## src/rtl/lsp_pkg.sv

```systemverilog
// Shared constants, codes and types for the bounded LIFO stack with peek.
`default_nettype none

package lsp_pkg;

   // Stack geometry.
   localparam int DEPTH      = 8;
   localparam int DATA_WIDTH = 32;
   localparam int ADDR_W     = (DEPTH > 1) ? $clog2(DEPTH) : 1;
   localparam int CNT_W      = $clog2(DEPTH + 1);
   localparam int CMP_W      = (CNT_W > 4) ? CNT_W : 4;

   // Port widths fixed by the interface.
   localparam int OP_W     = 3;
   localparam int VALUE_W  = 32;
   localparam int POS_W    = 4;
   localparam int STATUS_W = 2;
   localparam int COUNT_W  = 4;

   // Operation codes.
   localparam logic [OP_W-1:0] OP_PUSH   = 3'd0;
   localparam logic [OP_W-1:0] OP_POP    = 3'd1;
   localparam logic [OP_W-1:0] OP_PEEK   = 3'd2;
   localparam logic [OP_W-1:0] OP_TOP    = 3'd3;
   localparam logic [OP_W-1:0] OP_BOTTOM = 3'd4;

   // Status codes.
   localparam logic [STATUS_W-1:0] ST_OK       = 2'd0;
   localparam logic [STATUS_W-1:0] ST_OVERFLOW = 2'd1;
   localparam logic [STATUS_W-1:0] ST_EMPTY    = 2'd2;
   localparam logic [STATUS_W-1:0] ST_BAD_POS  = 2'd3;

   // Access request from the stack controller to the entry memory.
   typedef struct packed {
      logic                  wr_en;
      logic [ADDR_W-1:0]     wr_addr;
      logic [DATA_WIDTH-1:0] wr_data;
      logic                  rd_en;
      logic [ADDR_W-1:0]     rd_addr;
   } mem_req_type;

endpackage

`default_nettype wire

```

## src/rtl/lifo_stack_with_peek.sv

```systemverilog
// Top level of the bounded LIFO stack with peek: controller plus entry memory.
//
// Usage:
//   Each req_ transaction carries one operation (push, pop, peek at a
//   position counted from the top, read top, read bottom) and gives exactly
//   one rsp_ transaction with the word, a status code, the empty and full
//   flags and the count after the operation.
//   A result passes through the pending stage and then the result register;
//   the memory read issued at acceptance returns its word in the next cycle.
//   Throughput: one transaction per cycle while the receiver keeps up. The
//   entry memory has one write and one read port, and each operation uses
//   at most one of them, once.
//   A push followed directly by a read of the same entry sees the new word,
//   since the write lands before the later read is issued.
//   Reset empties the stack and drops any result not yet taken; memory
//   contents are not cleared, only entries below the count are ever read.
//   When the receiver stalls, the result register holds its transaction and
//   one further request is still accepted into the pending stage; after
//   that req_ready stays low until the result register frees up.
`default_nettype none

module lifo_stack_with_peek (
   input  wire logic                               clock,
   input  wire logic                               reset,
   input  wire logic                               req_valid,
   output logic                                    req_ready,
   input  wire logic [lsp_pkg::OP_W-1:0]           req_op,
   input  wire logic signed [lsp_pkg::VALUE_W-1:0] req_data,
   input  wire logic [lsp_pkg::POS_W-1:0]          req_position,
   output logic                                    rsp_valid,
   input  wire logic                               rsp_ready,
   output logic signed [lsp_pkg::VALUE_W-1:0]      rsp_value,
   output logic [lsp_pkg::STATUS_W-1:0]            rsp_status,
   output logic                                    rsp_is_empty,
   output logic                                    rsp_is_full,
   output logic [lsp_pkg::COUNT_W-1:0]             rsp_count
);
   import lsp_pkg::*;

   mem_req_type            mem_req;
   logic [DATA_WIDTH-1:0]  mem_rd_data;

   // Controller: decode, fill count and result register.
   lsp_core u_core (
      .clock        (clock),
      .reset        (reset),
      .req_valid    (req_valid),
      .req_ready    (req_ready),
      .req_op       (req_op),
      .req_data     (req_data),
      .req_position (req_position),
      .rsp_valid    (rsp_valid),
      .rsp_ready    (rsp_ready),
      .rsp_value    (rsp_value),
      .rsp_status   (rsp_status),
      .rsp_is_empty (rsp_is_empty),
      .rsp_is_full  (rsp_is_full),
      .rsp_count    (rsp_count),
      .mem_req      (mem_req),
      .mem_rd_data  (mem_rd_data)
   );

   // Entry storage.
   lsp_ram #(
      .WIDTH (DATA_WIDTH),
      .DEPTH (DEPTH)
   ) u_entries (
      .clock   (clock),
      .wr_en   (mem_req.wr_en),
      .wr_addr (mem_req.wr_addr),
      .wr_data (mem_req.wr_data),
      .rd_en   (mem_req.rd_en),
      .rd_addr (mem_req.rd_addr),
      .rd_data (mem_rd_data)
   );

endmodule

`default_nettype wire

```

## src/rtl/lsp_ram.sv

```systemverilog
// Generic single-write, single-read memory with a registered read port.
`default_nettype none

module lsp_ram #(
   parameter int WIDTH = 32,
   parameter int DEPTH = 8
) (
   input  wire logic                                 clock,
   input  wire logic                                 wr_en,
   input  wire logic [((DEPTH > 1) ? $clog2(DEPTH) : 1)-1:0] wr_addr,
   input  wire logic [WIDTH-1:0]                     wr_data,
   input  wire logic                                 rd_en,
   input  wire logic [((DEPTH > 1) ? $clog2(DEPTH) : 1)-1:0] rd_addr,
   output logic      [WIDTH-1:0]                     rd_data
);

   logic [WIDTH-1:0] mem_ff [DEPTH];

   // Write and registered read; both ports act on the rising edge.
   always_ff @(posedge clock) begin
      if (wr_en) begin
         mem_ff[wr_addr] <= wr_data;
      end
      if (rd_en) begin
         rd_data <= mem_ff[rd_addr];
      end
   end

endmodule

`default_nettype wire

```

## src/rtl/lsp_core.sv

```systemverilog
// Stack controller: fill count, request decode, pending stage and result register.
`default_nettype none

module lsp_core (
   input  wire logic                             clock,
   input  wire logic                             reset,
   input  wire logic                             req_valid,
   output logic                                  req_ready,
   input  wire logic [lsp_pkg::OP_W-1:0]         req_op,
   input  wire logic signed [lsp_pkg::VALUE_W-1:0] req_data,
   input  wire logic [lsp_pkg::POS_W-1:0]        req_position,
   output logic                                  rsp_valid,
   input  wire logic                             rsp_ready,
   output logic signed [lsp_pkg::VALUE_W-1:0]    rsp_value,
   output logic [lsp_pkg::STATUS_W-1:0]          rsp_status,
   output logic                                  rsp_is_empty,
   output logic                                  rsp_is_full,
   output logic [lsp_pkg::COUNT_W-1:0]           rsp_count,
   output lsp_pkg::mem_req_type                  mem_req,
   input  wire logic [lsp_pkg::DATA_WIDTH-1:0]   mem_rd_data
);
   import lsp_pkg::*;

   typedef enum logic {
      S_IDLE,
      S_BUSY
   } state_type;

   localparam logic [CNT_W-1:0] FULL_COUNT = CNT_W'(DEPTH);

   state_type                      state_ff, state_in;
   logic [CNT_W-1:0]               fill_ff, fill_in;
   logic [CNT_W-1:0]               pend_fill_ff, pend_fill_in;
   logic [STATUS_W-1:0]            pend_status_ff, pend_status_in;
   logic signed [VALUE_W-1:0]      pend_value_ff, pend_value_in;
   logic                           pend_read_ff, pend_read_in;
   logic                           rsp_valid_ff, rsp_valid_in;
   logic signed [VALUE_W-1:0]      rsp_value_ff, rsp_value_in;
   logic [STATUS_W-1:0]            rsp_status_ff, rsp_status_in;
   logic                           rsp_is_empty_ff, rsp_is_empty_in;
   logic                           rsp_is_full_ff, rsp_is_full_in;
   logic [COUNT_W-1:0]             rsp_count_ff, rsp_count_in;

   logic                           out_free;
   logic                           accept;
   logic                           finish;
   logic [CMP_W-1:0]               pos_ext;
   logic [CMP_W-1:0]               fill_ext;
   logic [CMP_W-1:0]               peek_diff;
   logic [CNT_W-1:0]               fill_dec;
   logic signed [DATA_WIDTH-1:0]   rd_word;

   // Handshake: the result register frees up when empty or being taken.
   always_comb begin
      out_free  = !rsp_valid_ff || rsp_ready;
      req_ready = (state_ff == S_IDLE) || out_free;
      accept    = req_valid && req_ready;
      finish    = (state_ff == S_BUSY) && out_free;
   end

   // Request decode: memory access, new fill count and pending result.
   always_comb begin
      pos_ext   = CMP_W'(req_position);
      fill_ext  = CMP_W'(fill_ff);
      peek_diff = fill_ext - pos_ext;
      fill_dec  = fill_ff - CNT_W'(1);

      mem_req.wr_en   = 1'b0;
      mem_req.wr_addr = fill_ff[ADDR_W-1:0];
      mem_req.wr_data = DATA_WIDTH'(req_data);
      mem_req.rd_en   = 1'b0;
      mem_req.rd_addr = fill_dec[ADDR_W-1:0];

      fill_in        = fill_ff;
      pend_status_in = ST_OK;
      pend_value_in  = '0;
      pend_read_in   = 1'b0;

      unique case (req_op)
         OP_PUSH: begin
            if (fill_ff == FULL_COUNT) begin
               pend_status_in = ST_OVERFLOW;
            end else begin
               mem_req.wr_en = accept;
               fill_in       = fill_ff + CNT_W'(1);
            end
         end
         OP_POP: begin
            if (fill_ff == '0) begin
               pend_status_in = ST_EMPTY;
            end else begin
               mem_req.rd_en = accept;
               pend_read_in  = 1'b1;
               fill_in       = fill_dec;
            end
         end
         OP_PEEK: begin
            if ((req_position == '0) || (pos_ext > fill_ext)) begin
               pend_status_in = ST_BAD_POS;
               pend_value_in  = '1;
            end else begin
               mem_req.rd_en   = accept;
               mem_req.rd_addr = peek_diff[ADDR_W-1:0];
               pend_read_in    = 1'b1;
            end
         end
         OP_TOP: begin
            if (fill_ff == '0) begin
               pend_status_in = ST_EMPTY;
            end else begin
               mem_req.rd_en = accept;
               pend_read_in  = 1'b1;
            end
         end
         OP_BOTTOM: begin
            if (fill_ff == '0) begin
               pend_status_in = ST_EMPTY;
            end else begin
               mem_req.rd_en   = accept;
               mem_req.rd_addr = '0;
               pend_read_in    = 1'b1;
            end
         end
         default: begin
         end
      endcase

      pend_fill_in = fill_in;
      if (!accept) begin
         fill_in = fill_ff;
      end
   end

   // Result assembly: the memory word arrives in the cycle after the read is issued.
   always_comb begin
      rd_word         = mem_rd_data;
      rsp_value_in    = pend_read_ff ? VALUE_W'(rd_word) : pend_value_ff;
      rsp_status_in   = pend_status_ff;
      rsp_is_empty_in = (pend_fill_ff == '0);
      rsp_is_full_in  = (pend_fill_ff == FULL_COUNT);
      rsp_count_in    = COUNT_W'(pend_fill_ff);

      if (finish) begin
         rsp_valid_in = 1'b1;
      end else if (rsp_ready) begin
         rsp_valid_in = 1'b0;
      end else begin
         rsp_valid_in = rsp_valid_ff;
      end

      if (accept) begin
         state_in = S_BUSY;
      end else if (finish) begin
         state_in = S_IDLE;
      end else begin
         state_in = state_ff;
      end
   end

   // State, fill count and registered outputs.
   always_ff @(posedge clock) begin
      if (reset) begin
         state_ff     <= S_IDLE;
         fill_ff      <= '0;
         rsp_valid_ff <= 1'b0;
      end else begin
         state_ff     <= state_in;
         fill_ff      <= fill_in;
         rsp_valid_ff <= rsp_valid_in;
      end

      if (accept) begin
         pend_fill_ff   <= pend_fill_in;
         pend_status_ff <= pend_status_in;
         pend_value_ff  <= pend_value_in;
         pend_read_ff   <= pend_read_in;
      end

      if (finish) begin
         rsp_value_ff    <= rsp_value_in;
         rsp_status_ff   <= rsp_status_in;
         rsp_is_empty_ff <= rsp_is_empty_in;
         rsp_is_full_ff  <= rsp_is_full_in;
         rsp_count_ff    <= rsp_count_in;
      end
   end

   assign rsp_valid    = rsp_valid_ff;
   assign rsp_value    = rsp_value_ff;
   assign rsp_status   = rsp_status_ff;
   assign rsp_is_empty = rsp_is_empty_ff;
   assign rsp_is_full  = rsp_is_full_ff;
   assign rsp_count    = rsp_count_ff;

endmodule

`default_nettype wire

```

## config.mk

```make
export PLATFORM = sky130hd
export DESIGN_NAME = lifo_stack_with_peek
export DESIGN_NICKNAME = d
export VERILOG_FILES = /design/src/rtl/lsp_pkg.sv /design/src/rtl/lifo_stack_with_peek.sv /design/src/rtl/lsp_ram.sv /design/src/rtl/lsp_core.sv
export SDC_FILE = /design/constraint.sdc
export NUM_CORES = 1
export LEC_CHECK = 0
export BUFFER_PORTS_ARGS = -buffer_cell sky130_fd_sc_hd__buf_4
export CAP_MARGIN = 30
export CORE_MARGIN = 1.5
export CORE_UTILIZATION = 40
export CTS_BUF_LIST = sky130_fd_sc_hd__clkbuf_8
export DETAILED_ROUTE_END_ITERATION = 7
export PLACE_DENSITY = 0.63
export SLEW_MARGIN = 5
export SYNTH_ARGS = -nofsm -noshare
export SYNTH_HDL_FRONTEND = slang
export SYNTH_HIERARCHICAL = 1
export SYNTH_SLANG_ARGS = --single-unit
```

## constraint.sdc

```tcl
create_clock -name clock -period 10.2 [get_ports clock]
set_clock_uncertainty 0.15 [all_clocks]
set_input_delay 1.02 -clock clock [delete_from_list [all_inputs] [get_ports clock]]
set_output_delay 1.02 -clock clock [all_outputs]
set_load 0.05 [all_outputs]
```

## Yosys cells after proc, flatten, opt, wreduce, memory -nomap -nowiden

Memories as Yosys holds them, arrays and structs flattened. A register that Yosys moved wholly into a read port is not among the register bits.
Index checks and enable logic that the tools add are counted.

| storage, ports and cells | value |
|---|---|
| memory bits (writable) | 256 |
| logic and storage cells | 63 |
| flip-flop bits (word level) | 85 |
| memories | 1 |
| output and inout port bits | 42 |
| input port bits | 43 |

| operators by class | value |
|---|---|
| order comparisons | 1 |
| reductions and logical operators | 14 |
| add/subtract/negate cells | 3 |
| eq/ne operators | 6 |
| bitwise gates (word level) | 1 |
| muxes and demuxes | 25 |

Memories:

| memory | depth | width | rd ports | clocked after Yosys merged registers in | wr ports | line | source |
|---|---|---|---|---|---|---|---|
| u_entries.mem_ff | 8 | 32 | 1 | 1 | 1 | lsp_ram.sv:17 | `logic [WIDTH-1:0] mem_ff [DEPTH];` |

Operator list:

| cell | number |
|---|---|
| $mux 32 | 2 |
| $mux 4 | 4 |
| $logic_not 4->1 | 3 |
| $mux 1 | 12 |
| $eq 4x4->1 const B | 2 |
| $pmux 4 s2 | 1 |
| $eq 3x2->1 const B | 2 |
| $pmux 2 s3 | 1 |
| $pmux 3 s2 | 1 |
| $add 4x1->4 const B | 1 |
| $gt 4x4->1 | 1 |
| $mux 2 | 2 |
| $reduce_bool 2->1 | 2 |
| $sub 4x1->4 const B | 1 |
| $eq 3x1->1 const B | 1 |
| $eq 3x3->1 const B | 1 |
| $logic_not 3->1 | 1 |
| $logic_or 1x1->1 | 3 |
| $pmux 1 s3 | 1 |
| $reduce_or 3->1 | 1 |
| $sub 3x3->3 | 1 |
| $logic_and 1x1->1 | 2 |
| $pmux 1 s2 | 1 |
| $reduce_or 2->1 | 1 |
| 2 further kinds | 2 |

## Logic depth before layout (Yosys ltp)

Gate-level depths: netlist (run 1).

| depth | value |
|---|---|
| depth after elaboration | 8 |
| mapped depth | 12 |
| depth with buffers taken out | 9 |

## By module

Netlist (run 1), hierarchy kept.

Modules (own cells, without submodules):

| module | seq. area each (um^2) | area an instance (um^2) | instances | cells each |
|---|---|---|---|---|
| lsp_ram | 8648.3 | 10786.6 | 1 | 415 |
| lsp_core | 1561.5 | 2776.4 | 1 | 262 |

## Worst setup path before layout (run 1)

No wires, ideal clock.

| path | value |
|---|---|
| kind | input port to flip-flop |
| start | in rsp_ready |
| end | mem u_entries.mem_ff[0][0], enable pin |
| arrival time | 4.446 ns |
| path buffers | 0 |
| required time | 9.589 ns |
| stages | 7 |
| setup time | 0.461 ns |
| slack | 5.143 ns |
| cell sequence | nor2b_1 -> nand2_1 -> nand2_1 -> inv_1 -> and3_1 -> nand2b_1 -> nor3_1 |

RTL lines:

| element | line | source |
|---|---|---|
| start, declared | lifo_stack_with_peek.sv:31 | `input wire logic rsp_ready,` |
| end, declared | lsp_ram.sv:17 |  |

==> flow_metrics.tcl, run 1 <==
set metrics [dict create \
    synth_edf_count 336 \
    ys_warn_count 6 \
    layout.nets 823 \
    synth_most_common_cell "edfxtp_1" \
    rows 67 \
    drive_gt1_share_pct 29.7 \
    timing.fmax_mhz 225 \
    rsz0062_at_grt "false" \
    timing.rr.end "u_entries/rd_data[0]" \
    crit_arrival_ps 4610 \
    setup-violations-final 0 \
    min_path_type "flop to flop" \
    worst_pin_slew_ps 870 \
    min_from "u_core/pend_status_ff[1]" \
    maxCapViolCount 0 \
    relSlewSlack_pct 42.0 \
    vias 6187 \
    grt_use_total_pct 14.6 \
    ctsResizeCount 0 \
    cts_root_buffer "clkbuf_8" \
    clock-sinks 342 \
    status "finished, final reports clean" \
    nFillCells 2780 \
    wl_per_cell_microns 20.0 \
    clock_latency_ps 590 \
    finalWeightedCongestion 0.799 \
    numCtsBuffers 53 \
    cts_hold_buf 0 \
    htree_levels 2 \
    cp_max_fo 50 \
    syn_area_sq_um 13600 \
    fin_setup_tns_ps 0 \
    synth_top_area_share_pct 74.4 \
    path_class "flop to flop" \
    worstHoldEndpoint "u_core/rsp_status[1]" \
    drt-pass1-iter-count 4 \
    design_area_sq_um 15600 \
    drtIter0Drc 409 \
    pre_cts_ws_ps 4920 \
    power_per_cell_area_nw_per_um2 190 \
    cts_setup_buffers 0 \
    whs_path_depth 0 \
    end_kind "flop" \
    io_pins 85 \
    die-area_sq_um 35000 \
    ys_seq_elements 342 \
    finish.utilization_pct 46.7 \
    synthCells 677 \
    grt_overflow 0 \
    synthFlopType "edfxtp_1" \
    clk_pin_slew_worst_paths_ps 60 \
    rr_startpoint "u_core/fill_ext[0]" \
    coreArea_sq_um 33400 \
    hold_violations 0 \
    finalPower_uw 2960 \
    place_area_sq_um 14600 \
    drt_wl_total_mm 25.0 \
    seq_area_frac_synth_pct 75.3 \
    synth_area_leader_cell "edfxtp_1" \
    via_per_inst 4.95 \
    antenna_left 0 \
    p_leak_uw 0.00546 \
    ys_types 50 \
    final.period_utilization_pct 43.6 \
    die_h_microns 187 \
    grt_pass1_wl_mm 38.8 \
    synth_top_cells_by_area "edfxtp_1 (74%), mux4_1 (7.7%), mux4_2 (4.0%)" \
    drc_errors 0 \
    regArea_sq_um 10200 \
    first_global_vias 6618 \
    period_minus_slack_ps 4450 \
    synth_common_cells "edfxtp_1 (336), nand2_1 (75), mux4_1 (40)" \
    synth.avg_cell_area_sq_um 20.0 \
    crit_required_ps 10350 \
    rr_worst_depth 10 \
    grt_max_degree 65 \
    area_growth_pct 15.0 \
    maxSlewViolCount 0 \
    antenna_found_initial 1 \
    place_hpwl_mm 13.2 \
    syn_nets 731 \
    peakVddDrop_uv 78.9 \
    synth-async-reset-ratio_pct 0 \
    portBuffers 84 \
    cts_buffer_depth 3 \
    ff2ff_setup_slack_ps 5750 \
    multiInputGateArea_sq_um 2990 \
    cts_tree "built" \
    worst_slack_ps 5750 \
    initial_core_util_pct 40.5 \
    cp-start-kind "flop" \
    die_w_microns 187 \
]
stage by stage:
step / hold WS (ps) / cells
2_1_floorplan: 250 / 677
3_3_place_gp: 252 / 1160
3_5_place_dp: 265 / 1161
4_1_cts: 269 / 1249
5_1_grt: 272 / 1250
6_report: 267 / 1251
cell usage in the layout, fill, tap and decap left out, drive strengths merged, types with 2 or more instances in the layout:
cell type,synthesis,layout
nor3,8,8
inv,12,25
nor3b,2,2
nor4,2,2
edfxtp,336,336
nor2,19,19
o211ai,2,2
nand2b,4,4
mux2i,2,2
nand3,2,2
mux2,33,33
dfxtp,6,6
ha,10,10
o221ai,2,2
nand2,75,75
clkinv,0,16
bufinv,0,5
buf,52,99
a21oi,6,6
o21ai,5,5
clkbuf,10,54
a2111oi,2,2
nor2b,3,3
mux4,64,64
registers in the layout, summed over array words and instances (netlist names):
| register | count |
|---|---|
| u_core/pend_status_ff | 2 |
| u_core/state_ff | 1 |
| u_core/fill_ext | 4 |
| u_core/pend_read_ff | 1 |
| u_core/rsp_is_empty | 1 |
| u_core/rsp_value | 32 |
| u_core/rsp_valid | 1 |
| u_core/pend_fill_ff | 4 |
| u_core/rsp_status | 2 |
| u_core/rsp_is_full | 1 |
| u_entries/rd_data | 32 |
| u_entries/mem_ff | 256 |
| u_core/pend_value_ff | 1 |
| u_core/rsp_count | 4 |
worst max-delay path by stage:
stage	startpoint	to	slack (ps)
2_1_floorplan	rsp_ready	u_entries/mem_ff[0][0]	5140
3_3_place_gp	req_position[0]	u_entries/rd_data[8]	4980
3_5_place_dp	req_position[0]	u_entries/rd_data[8]	4920
4_1_cts	u_core/fill_ext[0]	u_entries/rd_data[11]	5350
5_1_grt	u_core/fill_ext[0]	u_entries/rd_data[31]	5480
6_report	u_core/fill_ext[0]	u_entries/rd_data[0]	5750
critical path, stage by stage (launching register included):
cell	delay [ps]
dfxtp_1	670
ha_1	380
and4_1	250
o211ai_1	160
o21bai_2	260
nand2_1	240
o221ai_4	590
buf_4	270
buf_16	310
mux4_1	600
mux2_2	270
cell families (layout without fill, tap and decap cells):
group,Yosys count,in the layout,synth area share [%]
other cells,0,1,0
simple gates,123,123,4.04
fa+ha+maj,11,11,1.07
compound gates,26,26,1.35
buf+inv,74,199,3.51
xor+xnor,2,2,0.129
mux,99,99,14.6
flops,342,342,75.3
report_power, final:
part / switching (uW) / internal [uW]
combinational: 145 / 118
sequential: 8.40 / 1580
clock: 500 / 615
total: 653 / 2310
cell type report:
class                           count  area share, %
Inverter                           12          0.289
Clock buffer                       54           4.76
Tap cell                          448           3.59
Multi-Input combinational cell    261           19.2
Sequential cell                   342           65.4
Clock inverter                     34           1.76
Timing Repair Buffer               99           4.97
Antenna cell                        1         0.0160
per-layer routing:
metal,global-route usage (%),part of all wire [%],vias to the layer above
met5,0,0,-
met2,24.8,51,121
met1,18.7,43,3163
li1,-,-,2870
met3,3.53,4.5,33
met4,4.19,1.7,0
Power figures use the tool's default switching activity.
==> run 2, diff against run 1 <==
--- a/config.mk
+++ b/config.mk
@@ -11,7 +11,7 @@
 export CORE_UTILIZATION = 40
 export CTS_BUF_LIST = sky130_fd_sc_hd__clkbuf_8
 export DETAILED_ROUTE_END_ITERATION = 7
-export PLACE_DENSITY = 0.63
+export PLACE_DENSITY = 0.66
 export SLEW_MARGIN = 5
 export SYNTH_ARGS = -nofsm -noshare
 export SYNTH_HDL_FRONTEND = slang
==> constraint.sdc (replaced) <==
create_clock -name clock -period 3.68 [get_ports clock]
set_clock_uncertainty 0.15 [all_clocks]
set_input_delay 0.368 -clock clock [delete_from_list [all_inputs] [get_ports clock]]
set_output_delay 0.368 -clock clock [all_outputs]
set_load 0.05 [all_outputs]
==> run 2 against run 1 <==
Net effect: worst setup slack worse by 5500 ps; via count up 4.9%; total power grew to 2.8 times the previous value; final area grew 3.7%; sequential power increased to 2.8 times the previous value; combinational power grew to 3.0 times the previous value; sequential cell count did not move; largest cell class unchanged.
==> flow_metrics.tcl, run 2 (synthesis gave the netlist of run 1 again) <==
set metrics [dict create \
    status "finished, final reports clean" \
    via_per_inst 4.96 \
    period_minus_slack_ps 3390 \
    nFillCells 2743 \
    largest_reg_flops 256 \
    max_flop_register "u_entries/mem_ff" \
    critPathBufInv 2 \
    numCtsBuffers 54 \
    coreArea_sq_um 33400 \
    grt_use_total_pct 14.7 \
    finish.utilization_pct 48.4 \
    peakVddDrop_uv 291 \
    drtIter0Drc 394 \
    drc_errors 0 \
    grt_pass1_wl_mm 39.4 \
    die_h_microns 187 \
    hold_ws_ps 112 \
    final.period_utilization_pct 92.2 \
    finalWeightedCongestion 0.809 \
    hold_violations 0 \
    die-area_sq_um 35000 \
    final_cell_mix "edfxtp_1 (336), buf_4 (101), nand2_1 (75), clkbuf_8 (54), mux4_1 (40)" \
    initial_core_util_pct 40.5 \
    regArea_sq_um 10200 \
    end_kind "flop" \
    area_growth_pct 19.3 \
    maxCapViolCount 0 \
    clk_pin_slew_worst_paths_ps 60 \
    cts_tree "built" \
    p_leak_uw 0.00573 \
    grt_max_degree 65 \
    finalNonFillerCells 1308 \
    place_hpwl_mm 13.9 \
    cpPeakStageDelay_ps 560 \
    slowest_stage "mux4_1" \
    layout.nets 870 \
    finalPower_uw 8340 \
    die_w_microns 187 \
    dp_cells 1171 \
    antenna_found_initial 1 \
    crit_required_ps 3830 \
    critPathTopFamily "multiplexers" \
    path_class "flop to flop" \
    maxSlewViolCount 0 \
    crit_chain "inv_1 > ha_1 > and4_1 > o211ai_1 > o21bai_2 > nand2_1 > o221ai_4 > buf_12 > mux4_1 > mux2_2" \
    drive_gt1_share_pct 29.6 \
    grt_overflow 0 \
    worst_pin_slew_ps 830 \
    antenna_left 0 \
    portBuffers 84 \
    cp_max_fo 22 \
    timing.fmax_mhz 295 \
    multiInputGateArea_sq_um 3000 \
    cp-start-kind "flop" \
    power_per_cell_area_nw_per_um2 515 \
    clock-sinks 342 \
    rsz0062_at_grt "false" \
    drt_wl_total_mm 25.4 \
    min_path_type "input port to flop" \
    design_area_sq_um 16200 \
    drt-pass1-iter-count 4 \
    vias 6492 \
    final_common_cell "edfxtp_1" \
    cts_setup_buffers 0 \
    cts_buffer_depth 3 \
    clock_latency_ps 590 \
    setup-violations-final 0 \
    cts_root_buffer "clkbuf_8" \
    place_area_sq_um 14700 \
    wl_per_cell_microns 19.4 \
    io_pins 85 \
    first_global_vias 6841 \
    htree_levels 2 \
    rows 67 \
    crit_arrival_ps 3550 \
    relSlewSlack_pct 44.6 \
]
==> run 2: changes by cell type in the layout (fill, tap and decap cells not counted) <==
cell           delta
dlygate4sd3_1    +36
clkinv_1          -1
buf_4             +4
clkinv_2          +4
buf_12            +6
clkinvlp_4        +3
inv_8             -1
nor3_4            +2
inv_1             +6
nor3_2            -2
==> run 2: final timing paths <==
path / startpoint / end / slack, ps / cells past startpoint
max: u_core/fill_ext[2] / u_entries/rd_data[11] / 290 / 10
min: req_op[0] / u_core/pend_fill_ff[0] / 110 / 2
max reg2reg: u_core/fill_ext[2] / u_entries/rd_data[11] / 290 / 10
min reg2reg: u_core/pend_status_ff[0] / u_core/rsp_status[0] / 270 / 0
==> run 2: area by class of cell <==
type / instances / share of cell area, %
clock inverter: 45 / 2.01
multi-input combinational: 261 / 18.6
timing repair buffer: 145 / 7.95
antenna: 1 / 0.0155
inverter: 12 / 0.278
clock buffer: 54 / 4.59
sequential: 342 / 63.1
tap: 448 / 3.47
==> run 2: timing repair <==
action,CTS,global route
hold buffers,36,0
endpoints found under the hold margin,262,0
endpoints found under the setup margin,0,0
resized for setup,0,0
==> run 2: power by group <==
group / internal (uW) / leakage (uW) / switching, uW
clock network: 1730 / 0.000601 / 1430
logic: 370 / 0.00202 / 421
registers: 4370 / 0.00311 / 19.7
==> run 2: through the flow <==
step | TNS (ps) | setup slack, ps
final | 0 | 286
after global routing | 0 | 90.5
after CTS | 0 | 248
after detailed placement | 0 | 111
after global placement | 0 | 162
after floorplan | -26470 | -139
==> run 2: metal layers <==
layer | vias to the layer above | routed length (microns) | GRT usage [%] | share of wire [%]
met4 | 0 | 406 | 4.00 | 1.6
li1 | 2977 | - | - | -
met3 | 40 | 1230 | 3.21 | 4.9
met5 | - | 0 | 0 | 0
met1 | 3323 | 11000 | 19.0 | 44
met2 | 152 | 12700 | 25.1 | 50
